[src/hw/rtl/bitmap_page_allocator_core_macros.svh]
// Assertion macros for the bitmap page allocator.
// Used by bitmap_page_allocator_core; expects clk and rst_n in scope.
`ifndef BITMAP_PAGE_ALLOCATOR_CORE_MACROS_SVH
`define BITMAP_PAGE_ALLOCATOR_CORE_MACROS_SVH

// condition that must hold at every clock edge out of reset
`define BPA_CHECK(lbl, cond, msg) \
  lbl: assert property (@(posedge clk) disable iff (!rst_n) (cond)) else $error(msg);

// antecedent implies consequent in the same cycle
`define BPA_CHECK_IMPL(lbl, ante, cons, msg) \
  lbl: assert property (@(posedge clk) disable iff (!rst_n) (ante) |-> (cons)) \
    else $error(msg);

`endif

[src/hw/rtl/bpa_ram.sv]
// Generic simple dual-port RAM, one write and one registered read per cycle.
// No dependencies.
`timescale 1ns / 1ps

module bpa_ram #(
  parameter int WIDTH = 32,
  parameter int DEPTH = 128
) (
  input  logic                                       clk,
  input  logic                                       wr_en,
  input  logic [(DEPTH > 1 ? $clog2(DEPTH) : 1)-1:0] wr_addr,
  input  logic [WIDTH-1:0]                           wr_data,
  input  logic [(DEPTH > 1 ? $clog2(DEPTH) : 1)-1:0] rd_addr,
  output logic [WIDTH-1:0]                           rd_data
);

  logic [WIDTH-1:0] mem [DEPTH];

  always_ff @(posedge clk) begin
    if (wr_en) begin
      mem[wr_addr] <= wr_data;
    end
    rd_data <= mem[rd_addr];
  end

endmodule

[config.mk]
export PLATFORM = sky130hd
export DESIGN_NAME = bpa_ram
export DESIGN_NICKNAME = d
export VERILOG_FILES = /design/src/hw/rtl/bitmap_page_allocator_core_macros.svh /design/src/hw/rtl/bpa_ram.sv
export SDC_FILE = /design/constraint.sdc
export NUM_CORES = 2
export LEC_CHECK = 0
export BUFFER_PORTS_ARGS = -buffer_cell sky130_fd_sc_hd__buf_2
export CORE_MARGIN = 4
export CORE_UTILIZATION = 30
export CTS_CLUSTER_SIZE = 25
export DETAILED_ROUTE_END_ITERATION = 7
export GPL_TIMING_DRIVEN = 0
export PLACE_DENSITY = 0.42
export SLEW_MARGIN = 5
export SYNTH_ARGS = -nofsm -noshare
export SYNTH_HDL_FRONTEND = slang
export SYNTH_SLANG_ARGS = --single-unit
[constraint.sdc]
create_clock -name clk -period 3.44 [get_ports clk]
set_input_delay 0.344 -clock clk [delete_from_list [all_inputs] [get_ports clk]]
set_output_delay 0.344 -clock clk [all_outputs]
set_load 0.02 [all_outputs]
# ---- Yosys cells after proc, flatten, opt, wreduce, memory -nomap -nowiden
# Memories as Yosys holds them, arrays and structs flattened. A register that Yosys moved wholly into a read port is not among the register bits.
# Cells that the tools add are included.
# W data, S select, Z words.
dict set report op_classes {
  n_mux 2
  bitwise 0
  div_mod_pow 0
  mul 0
  eq_ne 0
  n_addsub 0
  reduce_logical 0
  order_cmp 0
  n_shift 0
}
# op n
set ops {}
lappend ops {{$mux W1} 2}
dict set report totals {
  n_memories 1
  rom_bits 0
  latch_bits 0
  mem_bits_rw 4096
  wordCells 3
  reg_bits 0
}
# name words width read_ports rd_clocked_by_memory_dff write_ports line
set mem_list {}
lappend mem_list {mem 128 32 1 1 1 bpa_ram.sv:17} ;# logic [WIDTH-1:0] mem [DEPTH];

# ---- Logic depth before layout (Yosys ltp)
dict set report depth {
  ltp_word 2
  depth_mapped 8
  mapped_depth_nobuf 4
}

# ---- Worst setup path before layout
# No wires, ideal clock.
dict set report synth_timing {
  path_type {in2reg}
  from {input port wr_en}
  to {memory mem[98][0], enable pin}
  required_ps 2979
  setup_time_ps 461
  path_slack_ps -143
  arrival_time_ps 3122
  path_buffers 1
  stages 3
  path_cell_list {clkbuf_1 nand4_1 nor3_1}
}
dict set report synth_via {
  elab_chain_cells 2
}
# element line
set synth_rtl {}
lappend synth_rtl {{start, declared} bpa_ram.sv:10} ;# input logic wr_en,
lappend synth_rtl {{$mux W1} bpa_ram.sv:20} ;# if (wr_en) begin
lappend synth_rtl {{$mux W1 (implied by the code)} bpa_ram.sv:21} ;# mem[wr_addr] <= wr_data;
lappend synth_rtl {{end, declared} bpa_ram.sv:17}
# No other way between the ends.

==> qor.yml <==
route:
  via_count: 71000
  wl_per_cell_um: 34.1
  drtPass1Iterations: 8
  routed_wirelength_mm: 481
  ant_nets: 0
  drt-initial-drc-count: 7558
  via_per_inst: 5.03
  drc_errors: 0
yosys:
  synth_edf_count: 4096
  synthesis.nets: 6038
  synthTopCellsByCount: "edfxtp_1 (4096), mux4_2 (1344), clkbuf_1 (182)"
  synthTopCellsByArea: "edfxtp_1 (79%), mux4_2 (19%), clkbuf_1 (0.44%), dfxtp_1 (0.41%), nor2_1 (0.29%)"
  ys_types: 17
  ys.flop_type: "edfxtp_1"
  netlist_area_mm2: 0.156
  synth_seq_area_share_pct: 79.1
  synth_seq_cells: 4128
  yosys.cell_count.top_type: "edfxtp_1"
  yosys_warnings: 0
  synth_top_area_share_pct: 78.7
  yosysTopAreaCell: "edfxtp_1"
  synthCells: 5990
  syn_avg_cell_area_um2: 26.1
  async_flop_share_pct: 0
grt:
  grt.total_usage_pct: 17.9
  grt_max_degree: 97
  grt_overflow: 0
  grt_first_pass_wirelength_mm: 648
  antenna_found_initial: 95
  grt_pass1_vias: 73400
worst_setup_path:
  endpoint: "rd_data[15]"
  startpoint: "rd_addr[0]"
  max_stage_delay_ns: 0.83
  path_common_cell: "mux4_2"
  cp_max_fo: 15
  cpMaxStageDelayCell: "clkdlybuf4s15_1"
  crit_type: "primary input to flip-flop"
  rr_worst_depth: 4
  worstPathRequired_ns: 4.29
  r2r_setup_slack_ns: 0.55
  critPathCaptureType: "flip-flop"
  regToRegStartpoint: "mem[61][15]"
  cp_data_arrival_time_ns: 4.37
  reg2reg_to: "rd_data[15]"
  path_cells: "buf_2, buf_4, clkdlybuf4s15_1, mux4_2, mux4_2, mux4_2, mux2_2"
  start_kind: "primary input"
sta:
  max_freq_mhz: 285
  relSlewSlack_pct: 11.2
  tightestPinTransition_ns: 1.33
  fin_ws_ns: -0.0712
  hold_viol_final: 0
  finalSetupViolCount: 8
  finClkSkew_ns: 0.0545
  min_period_over_period_pct: 102
  maxSlewViolCount: 0
  fin_crit_ns: 3.51
power_and_ir_drop:
  power.density_mw_per_mm2: 582
  ir_drop_v: 0.000404
  leakagePower_nw: 56.0
layout:
  area_growth_syn_to_layout_pct: 18.8
  final_util_pct: 35.8
  nets: 6792
  drive_gt1_share_pct: 35.9
placed_design:
  port-buffer-count: 68
  dp_slack_ns: -1.70
  routabilityCongestion: 0.807
  dp_hpwl_mm: 334
run_status:
  status: "finished with violations"
  violations: "negative setup slack"
die:
  core_area_mm2: 0.518
  ios: 80
  start_util_pct: 30.2
  dieArea_mm2: 0.533
  die_w_um: 730
  die_h_um: 730
  row_count: 264
clock_tree:
  clk_latency_ns: 1.02
  clock_path_buffers: 4
  htree_levels: 5
  cts_root_buf: "clkbuf_16"
  clkTransAtPathRegs_ns: 0.06
  post_cts_buffers: 0
  cts_made_buffers: 447
  cts_tree: "done"
  clock_sinks: 4128
flow_run:
  cap_violations: 0
worst_hold_path:
  hold_path_class: "primary input to flip-flop"
  hold_start: "wr_addr[1]"
critical path, delay by kind of cell:
family,cells,cell delay [ns]
muxes,4,2.33
buffers and inverters,3,1.61
sequential cells by signal, summed over array words and instances (netlist names):
signal,cells
mem,4096
rd_data,32
placed cells by master, fill, tap and decap left out, drive strengths merged:
cell           synthesis  final
edfxtp              4096   4096
mux4                1344   1344
dlygate4sd3            0     32
nor2b                  7      7
clkbuf               182    773
nand3                 12     12
nor3                   9      9
clkinvlp               0      6
buf                  134    389
inv                    0     11
bufinv                 0     25
clkinv                 0    164
nor2                 122    122
nand2                 14     14
mux2                  32     32
nand4                  3      3
nand2b                 2      2
clkdlybuf4s15          0     18
diode                  0    106
or3                    1      1
dfxtp                 32     32
area by class of cell:
type | count | area, um^2
Antenna cell | 106 | 265
Buffer | 311 | 1560
Clock buffer | 591 | 12000
Clock inverter | 206 | 1760
Fill cell | 47300 | 332000
Multi-Input combinational cell | 1546 | 32300
Sequential cell | 4128 | 124000
Tap cell | 6916 | 8650
Timing Repair Buffer | 310 | 5400
cell families (layout without fill, tap and decap cells):
group / Yosys count / count (layout) / share of synthesized area, %
DFF: 4128 / 4128 / 79.1
muxes: 1376 / 1376 / 19.6
buffers and inverters: 316 / 1418 / 0.839
and+or+nand+nor: 170 / 170 / 0.446
other: 0 / 106 / 0
per-stage QoR:
stage / hold slack, ns / TNS, ns / power (mW) / instance area (um^2) / cells
2_1_floorplan: 0.443 / -12.53 / 59.4 / 156000 / 5990
3_3_place_gp: 0.777 / -9622.71 / 62.9 / 165000 / 13000
3_5_place_dp: 0.765 / -431.76 / 63.1 / 171000 / 13200
4_1_cts: 0.0532 / 0 / 109 / 185000 / 14000
5_1_grt: 0.141 / -0.240 / 112 / 185000 / 14100
6_report: 0.199 / -0.285 / 108 / 186000 / 14100
how the worst min path moves through the flow:
stage	endpoint	slack [ns]	cells past startpoint
after detailed placement	rd_data[10]	0.77	1
after global routing	mem[102][0]	0.14	3
after floorplan	mem[0][0]	0.44	0
final	mem[102][0]	0.20	3
after CTS	mem[102][0]	0.05	3
after global placement	rd_data[28]	0.78	1
power by group:
| part | switching, mW | total [mW] | internal (mW) |
|---|---|---|---|
| logic | 4.19 | 6.40 | 2.21 |
| clock network | 19.7 | 45.9 | 26.2 |
| registers | 0.0631 | 55.6 | 55.6 |
| total | 23.9 | 108 | 84.0 |
per-layer routing:
metal	up-vias	global-route usage [%]	routed length [um]
met5	-	0	275
met4	40	4.31	11200
met3	573	4.35	36700
met2	2402	28.7	229000
met1	39900	24.5	204000
li1	28100	-	-
what timing repair did:
item,in CTS,in global routing
hold buffers,32,0
gates resized for setup,80,7
hold endpoints to repair,1908,0
setup endpoints to repair,32,12
Power figures use the tool's default switching activity.
