$ cat config.mk
export PLATFORM = sky130hd
export DESIGN_NAME = bpa_scan_step
export DESIGN_NICKNAME = d
export VERILOG_FILES = /design/src/hw/rtl/bitmap_page_allocator_core_macros.svh /design/src/hw/rtl/bpa_pkg.sv /design/src/hw/rtl/bpa_scan_step.sv
export SDC_FILE = /design/constraint.sdc
export NUM_CORES = 1
export LEC_CHECK = 0
export ABC_AREA = 1
export BUFFER_PORTS_ARGS = -buffer_cell sky130_fd_sc_hd__buf_2
export CORE_ASPECT_RATIO = 0.8
export CORE_MARGIN = 5
export CORE_UTILIZATION = 33
export DETAILED_ROUTE_END_ITERATION = 8
export PLACE_DENSITY = 0.56
export SLEW_MARGIN = 25
export SYNTH_ARGS = -nofsm -noshare
export SYNTH_HDL_FRONTEND = slang
export SYNTH_SLANG_ARGS = --single-unit
$ cat constraint.sdc
create_clock -name vclk -period 5.2
set_clock_uncertainty 0.1 [all_clocks]
set_input_delay 0 -clock vclk [all_inputs]
set_output_delay 0 -clock vclk [all_outputs]
set_load 0.02 [all_outputs]
$ cat src/hw/rtl/bitmap_page_allocator_core_macros.svh
// Assertion macros for the bitmap page allocator.
// Used by bitmap_page_allocator_core; expects clk and rst_n in scope.
`ifndef BITMAP_PAGE_ALLOCATOR_CORE_MACROS_SVH
`define BITMAP_PAGE_ALLOCATOR_CORE_MACROS_SVH

// condition that must hold at every clock edge out of reset
`define BPA_CHECK(lbl, cond, msg) \
  lbl: assert property (@(posedge clk) disable iff (!rst_n) (cond)) else $error(msg);

// antecedent implies consequent in the same cycle
`define BPA_CHECK_IMPL(lbl, ante, cons, msg) \
  lbl: assert property (@(posedge clk) disable iff (!rst_n) (ante) |-> (cons)) \
    else $error(msg);

`endif

$ cat src/hw/rtl/bpa_pkg.sv
// Shared types, constants and helpers of the bitmap page allocator.
// No dependencies; used by bpa_req_if, bpa_rsp_if, bpa_scan_step and the core.
`timescale 1ns / 1ps

package bpa_pkg;

  localparam int NUM_PAGES_DEF = 4096;
  localparam int WORD_BITS     = 32;
  localparam int OFF_BITS      = 5;
  localparam int COUNT_W       = 13;
  localparam int PAGE_W        = 12;
  localparam int STATUS_W      = 2;

  localparam logic KIND_ALLOC = 1'b0;
  localparam logic KIND_FREE  = 1'b1;

  localparam logic [STATUS_W-1:0] STATUS_ALLOC   = 2'd0;
  localparam logic [STATUS_W-1:0] STATUS_NO_ROOM = 2'd1;
  localparam logic [STATUS_W-1:0] STATUS_FREED   = 2'd2;

  typedef enum logic [2:0] {
    ST_CLR,
    ST_IDLE,
    ST_SCAN,
    ST_MARK,
    ST_RESP
  } state_t;

  typedef enum logic [1:0] {
    STEP_FOUND,
    STEP_NEXT,
    STEP_RESTART,
    STEP_FAIL
  } step_t;

  typedef struct packed {
    step_t      step;
    logic [5:0] run;   // free pages from the offset on
  } scan_res_t;

  // bits lo .. hi-1 of a map word set
  function automatic logic [WORD_BITS-1:0] range_mask(input logic [OFF_BITS-1:0] lo,
                                                      input logic [OFF_BITS:0]   hi);
    logic [WORD_BITS:0]   upper;
    logic [WORD_BITS-1:0] lower;
    upper = ({{WORD_BITS{1'b0}}, 1'b1} << hi) - {{WORD_BITS{1'b0}}, 1'b1};
    lower = {WORD_BITS{1'b1}} << lo;
    return upper[WORD_BITS-1:0] & lower;
  endfunction

endpackage

$ cat src/hw/rtl/bpa_scan_step.sv
// One step of the first-fit search over a single 32-page map word.
// Depends on bpa_pkg (scan_res_t, step_t).
`timescale 1ns / 1ps

module bpa_scan_step (
  input  logic [bpa_pkg::WORD_BITS-1:0] map_word,
  input  logic [bpa_pkg::OFF_BITS-1:0]  off,
  input  logic [bpa_pkg::OFF_BITS:0]    lim,      // pages of this word inside the heap
  input  logic [bpa_pkg::COUNT_W-1:0]   run_len,
  input  logic [bpa_pkg::COUNT_W-1:0]   count,
  output bpa_pkg::scan_res_t            res
);

  logic [bpa_pkg::WORD_BITS-1:0] free_bits;
  logic [bpa_pkg::WORD_BITS-1:0] shifted;
  logic [5:0]                    ones;
  logic [bpa_pkg::COUNT_W:0]     reach;
  logic [6:0]                    stop;

  always_comb begin
    for (int i = 0; i < bpa_pkg::WORD_BITS; i++) begin
      free_bits[i] = !map_word[i] && (7'(i) < {1'b0, lim});
    end
    shifted = free_bits >> off;
    // trailing ones = index of the lowest used (or outside) page
    ones = 6'd32;
    for (int i = bpa_pkg::WORD_BITS - 1; i >= 0; i--) begin
      if (!shifted[i]) begin
        ones = 6'(i);
      end
    end
    reach = {1'b0, run_len} + 14'(ones);
    stop  = {2'b00, off} + {1'b0, ones};

    res.run = ones;
    if (reach >= {1'b0, count}) begin
      res.step = bpa_pkg::STEP_FOUND;
    end else if (stop == 7'd32) begin
      res.step = bpa_pkg::STEP_NEXT;
    end else if (stop >= {1'b0, lim}) begin
      res.step = bpa_pkg::STEP_FAIL;
    end else begin
      res.step = bpa_pkg::STEP_RESTART;
    end
  end

endmodule

* After elaboration in Yosys (flattened, before gate mapping)
Index checks and enable logic that the tools add are counted.
** Word-level totals
- Input port bits :: 69
- Flip-flop bits (word level) :: 0
- Output and inout bits :: 8
** Operators by class
- Shifts and indexed selects :: 1
- Order comparisons :: 34
- Reductions and logical operators :: 64
- Muxes and demuxes :: 35
- Eq/ne operators :: 1
- Add/subtract/negate cells :: 2
** Operators by type and width (number)
- $mux 6 :: 32
- $lt 5x6->1 const A :: 16
- $lt 4x6->1 const A :: 8
- $logic_and 1x1->1 :: 32
- $logic_not 1->1 :: 32
- $shr 32x5->32 :: 1
- $lt 3x6->1 const A :: 4
- $add 13x6->14 :: 1
- $ge 14x13->1 :: 1
- $lt 1x6->1 const A :: 2
- $lt 2x6->1 const A :: 2
- $add 5x6->7 :: 1
- $eq 7x6->1 const B :: 1
- $ge 7x6->1 :: 1
- $mux 2 :: 2
- $mux 1 :: 1

* Longest topological paths before layout
Gate-level depths: netlist of the first run.
- Depth after elaboration :: 40
- Gate-level depth with buffers :: 55
- Mapped depth without buffers :: 54

* Worst setup path after synthesis of the first run
OpenSTA, ideal clock, no wires.
- Path type :: input to output
- Start :: input lim[2] (netlist name)
- End :: output res[6] (netlist name)
- Arrival time :: 5071 ps
- Slack :: 29 ps
- Buffers on the path :: 1
- Data required time :: 5100 ps
- Cell stages on the path :: 52
- Cell sequence :: buf_2 > nand2_1 > o21ai_1 > nand3_1 > nand3_1 > nand2_2 > nor2_4 > nand2_1 > nand2_1 > nand2_1 > nand2_1 > nand2_1 > nand2_1 > nand2_1 > nand2_1 > nand2_1 > nand2_1 > nand2_1 > [16 not listed] > a21oi_2 > ha_1 > inv_1 > fa_1 > o31ai_1 > nand2_1 > nand2_1 > a21oi_1 > nor2_1 > nand2_1 > xor2_1 > ha_1 > a21o_1 > a211oi_1 > o21ai_0 > a21oi_1 > nand2_1 > a21oi_1
** RTL lines
- start, declared :: line bpa_scan_step.sv:8 : input logic [bpa_pkg::OFF_BITS:0] lim,
- end, declared :: line bpa_scan_step.sv:11 : output bpa_pkg::scan_res_t res

==> flow_summary.json, run 1 <==
{
  "grt_max_degree": 32,
  "grt_usage_pct": 18.9,
  "dr.pass1.iters": 5,
  "area_delta_synth_final_pct": 51.4,
  "io_pins": 77,
  "via_count": 4667,
  "crit_required_ns": 5.10,
  "port-buffer-count": 77,
  "antenna_found_initial": 0,
  "finish.utilization_pct": 50.4,
  "die_w_um": 123,
  "gp_congestion": 0.927,
  "finalHoldViolCount": 0,
  "hpwl_mm": 9.92,
  "worst_path_most_repeated_cell": "nand2_1",
  "synth.avg_cell_area_sq_um": 5.28,
  "ys_seq_area_share_pct": 0,
  "viasPerCell": 5.02,
  "synth_nets": 738,
  "yosysWarnings": 0,
  "drt_iter0_markers": 194,
  "ant_nets": 0,
  "start_kind": "input port",
  "row_count": 33,
  "core_sq_um": 10100,
  "final_common_cell": "nand2_1",
  "dieHeight_um": 100,
  "nClkBuffers": 0,
  "grt_pass1_wl_mm": 19.8,
  "max_freq_ghz": 0.188,
  "outcome": "finished with violations",
  "hp-class": "in2out",
  "worst_pin_slew_ns": 0.512,
  "layout.nets": 892,
  "crit_type": "in2out",
  "synth_cells": 637,
  "yosysUniqueCellTypes": 53,
  "path_buf_inv": 4,
  "start_util_pct": 33.3,
  "maxCapViolations": 0,
  "drive_gt1_share_pct": 38.3,
  "max_stage_delay_ns": 0.52,
  "maxSlewHeadroom_pct": 65.6,
  "min_period_ns": 5.32,
  "period_share_pct": 102,
  "p_leak_uw": 0.00258,
  "synth_top_cell_by_area": "nand2_1",
  "endpoint_kind": "output port",
  "regArea_sq_um": 0,
  "wirelength_mm": 12.2,
  "place_ws_ns": -0.347,
  "slowest_stage": "fa_2",
  "avgRoutedWirePerCell_um": 13.1,
  "synth_area_leaders": "nand2_1, ha_1, inv_1, nand3_1, o21ai_0",
  "fillCellCount": 1044,
  "critical-path-top-delay-family": "simple AND/OR/NAND/NOR gates",
  "cp_data_arrival_time_ns": 5.22,
  "powerDensity_nw_per_um2": 102,
  "seq_cells": 0,
  "finalMaxSlewViolations": 0,
  "multi_input_area_sq_um": 3310,
  "netlist_area_sq_um": 3360,
  "remaining_drc_errors": 0,
  "dieArea_sq_um": 12300,
  "grt_pass1_vias": 4509,
  "path_max_fanout": 5,
  "finalSetupViolCount": 2,
  "violations": "setup timing",
  "final_cell_mix": "nand2_1, buf_4, buf_2, inv_1, nor2_1",
  "ir_worst_vdd_mv": 0.0478,
  "antennaDiodeCount": 0,
  "setup_ws_ns": -0.123,
  "rsz0062_at_grt": "yes",
  "grt_overflow": 0,
  "synth.top_cell.area_share_pct": 21.4
}
worst min-delay path, stage by stage:
cell,delay [ns]
buf_2,0.10
nand3_1,0.07
nand2_1,0.11
a21oi_2,0.05
buf_6,0.12
cells by family after synthesis:
kind of cell	count (synthesis)	share of synthesized area, %
muxes	7	2.08
and+or+nand+nor	331	41.9
AOI/OAI and AO/OA	145	26.3
buffers and inverters	108	13.5
adders and majority gates	32	12.3
xor gates and xnor gates	14	3.87
path summary, 6_finish.rpt:
path | startpoint | endpoint | slack, ns | depth (start not counted)
worst max-delay path | lim[5] | res[6] | -0.12 | 53
worst min-delay path | run_len[12] | res[7] | 0.36 | 5
stage by stage:
stage	setup TNS [ns]	hold WS (ns)	cell area, sq um	std cells	power, uW
final	-0.243	0.359	5090	929	517
after global routing	-1.28	0.394	5090	929	579
after CTS	-0.206	0.367	4800	926	482
after detailed placement	-0.671	0.354	4440	911	434
after global placement	-0.443	0.342	4440	911	427
after floorplan	0	0.123	3360	637	270
cells in the mapped netlist (all sizes together) (4+ instances only):
master	n
xor2	9
nand3	53
o21bai	6
xnor2	5
inv	80
nand2	198
a31oi	7
o211ai	7
nor3	10
ha	30
nor2	60
a21oi	30
clkbuf	8
o21a	4
mux2i	7
buf	20
or2	4
o21ai	72
layer usage:
metal  GRT usage (%)  routed length, um
met5               0                  0
met2            33.1               5660
met4            1.89                142
met3            1.58                594
met1            26.1               5770
repair_timing:
item / in CTS / in global routing
pin swaps: 17 / 40
gates resized for setup: 76 / 72
endpoints found under the setup margin: 2 / 2
hold buffers: 0 / 0
buffers inserted: 14 / 4
cloned: 1 / 0
cell type report:
class	count	area share (%)
inverters	80	6.34
multi-input cells	530	64.9
well taps	140	3.44
repair buffers	179	25.3
power breakdown:
group / internal, uW / switching, uW
Sequential: 0 / 0
Combinational: 235 / 282
Clock: 0 / 0
Total: 235 / 282
Power figures use the tool's default switching activity.
==> run 2: changes to the inputs <==
--- a/config.mk
+++ b/config.mk
@@ -7,11 +7,13 @@
 export LEC_CHECK = 0
 export ABC_AREA = 1
 export BUFFER_PORTS_ARGS = -buffer_cell sky130_fd_sc_hd__buf_2
+export CELL_PAD_IN_SITES_DETAIL_PLACEMENT = 1
+export CELL_PAD_IN_SITES_GLOBAL_PLACEMENT = 1
 export CORE_ASPECT_RATIO = 0.8
 export CORE_MARGIN = 5
 export CORE_UTILIZATION = 33
 export DETAILED_ROUTE_END_ITERATION = 8
-export PLACE_DENSITY = 0.56
+export PLACE_DENSITY = 0.78
 export SLEW_MARGIN = 25
 export SYNTH_ARGS = -nofsm -noshare
 export SYNTH_HDL_FRONTEND = slang
==> constraint.sdc (replaced) <==
create_clock -name vclk -period 5.97
set_clock_uncertainty 0.1 [all_clocks]
set_input_delay 0 -clock vclk [all_inputs]
set_output_delay 0 -clock vclk [all_outputs]
set_load 0.02 [all_outputs]
==> run 2 against run 1 <==
Compared with the run above:
- the run now ends clean
- non-clock buffer count is 82 lower
- clock-buffer cell count unchanged
- sequential share of layout area stayed put
- critical endpoint is now res[7]
- largest power group unchanged
==> flow_summary.json, run 2 (synthesis results as in run 1) <==
{
  "dr.pass1.iters": 4,
  "worst_pin_slew_ns": 0.681,
  "grt_pass1_vias": 4556,
  "cp.depth": 50,
  "core_sq_um": 10100,
  "crit_required_ns": 5.87,
  "finalSetupViolCount": 0,
  "outcome": "complete, no violations",
  "max_stage_delay_ns": 0.51,
  "dieArea_sq_um": 12300,
  "dieHeight_um": 100,
  "wirelength_mm": 12.9,
  "hold_buffers": 0,
  "powerDensity_nw_per_um2": 89.0,
  "finalHoldViolCount": 0,
  "ant_nets": 0,
  "grt_pass1_wl_mm": 20.6,
  "finalMaxSlewViolations": 0,
  "worstHoldPathCells": 5,
  "gp_congestion": 0.871,
  "path_max_fanout": 5,
  "path_buf_inv": 5,
  "nClkBuffers": 0,
  "multi_input_area_sq_um": 3120,
  "maxSlewHeadroom_pct": 54.6,
  "drt_iter0_markers": 201,
  "maxCapViolations": 0,
  "port-buffer-count": 77,
  "placed_area_sq_um": 3830,
  "hpwl_mm": 10.7,
  "start_kind": "input port",
  "slowest_stage": "fa_2",
  "avgRoutedWirePerCell_um": 15.2,
  "die_w_um": 123,
  "grt_overflow": 0,
  "finalPower_uw": 373,
  "drive_gt1_share_pct": 25.6,
  "antenna_found_initial": 0,
  "p_leak_uw": 0.00211,
  "remaining_drc_errors": 0,
  "holdWs_ns": 0.338,
  "hp-class": "in2out",
  "viasPerCell": 5.29,
  "crit_type": "in2out",
  "cp_data_arrival_time_ns": 5.46,
  "fillCellCount": 1461,
  "grt_max_degree": 38,
  "worst_path_most_repeated_cell": "nand2_1",
  "via_count": 4480,
  "endpoint_kind": "output port",
  "io_pins": 77,
  "antennaDiodeCount": 0,
  "start_util_pct": 33.3,
  "area_delta_synth_final_pct": 24.5,
  "row_count": 33,
  "regArea_sq_um": 0,
  "final_area_sq_um": 4190,
  "period_share_pct": 93.1,
  "grt_usage_pct": 19.8,
  "final_cell_mix": "nand2_1, inv_1, buf_2, nand3_1, nor2_1",
  "critical-path-top-delay-family": "simple AND/OR/NAND/NOR gates",
  "layout.nets": 810,
  "max_freq_ghz": 0.180,
  "ir_worst_vdd_mv": 0.0396,
  "seq_cells": 0,
  "finish.utilization_pct": 41.4,
  "min_period_ns": 5.56,
  "final_common_cell": "nand2_1"
}
## run 2: changes by cell type in the layout (fill, tap and decap cells not counted), moves of 4 or more
cell,change
buf_6,-7
nand2_1,+13
nor2_1,+4
buf_12,-5
nand2_2,-11
nand3_1,+16
buf_4,-70
nand3_2,-16
## run 2: area by class of cell
type	count	area share (%)
inverter	80	7.65
multi-input combinational	530	74.4
tap	140	4.18
timing repair buffer	97	13.7
## run 2: final timing paths
path	from	end	slack [ns]
worst max-delay path	lim[0]	res[7]	0.41
worst min-delay path	run_len[12]	res[6]	0.34
## run 2: where the power goes
part           switching (uW)  internal [uW]
Sequential                  0              0
Clock                       0              0
Combinational             231            142
Total                     231            142
## run 2: layer usage
layer  part of all wire [%]  vias up  track usage [%]
li1                       -     2254                -
met1                     46     2115             26.9
met2                     49      101             35.8
met3                    4.2       10             1.07
met4                   0.99        0             2.07
met5                      0        -                0
## run 2: what timing repair did
item	CTS	global route
endpoints found under the setup margin	2	2
resized for setup	2	84
cloned	0	1
setup buffers	0	12
pin swaps	0	10
## run 2: through the flow
| step | cells | setup WS, ns | TNS (ns) |
|---|---|---|---|
| after global routing | 847 | -0.128 | -0.255 |
| after detailed placement | 834 | -0.0843 | -0.142 |
| final | 847 | 0.410 | 0 |
| after global placement | 834 | 0.315 | 0 |
| after CTS | 834 | 0.00511 | 0 |
| after floorplan | 637 | 0.799 | 0 |
## run 2: tightest hold or removal path: stages
cell     delay, ns
buf_2         0.10
nand3_1       0.08
nand2_1       0.10
a21oi_2       0.04
buf_6         0.12
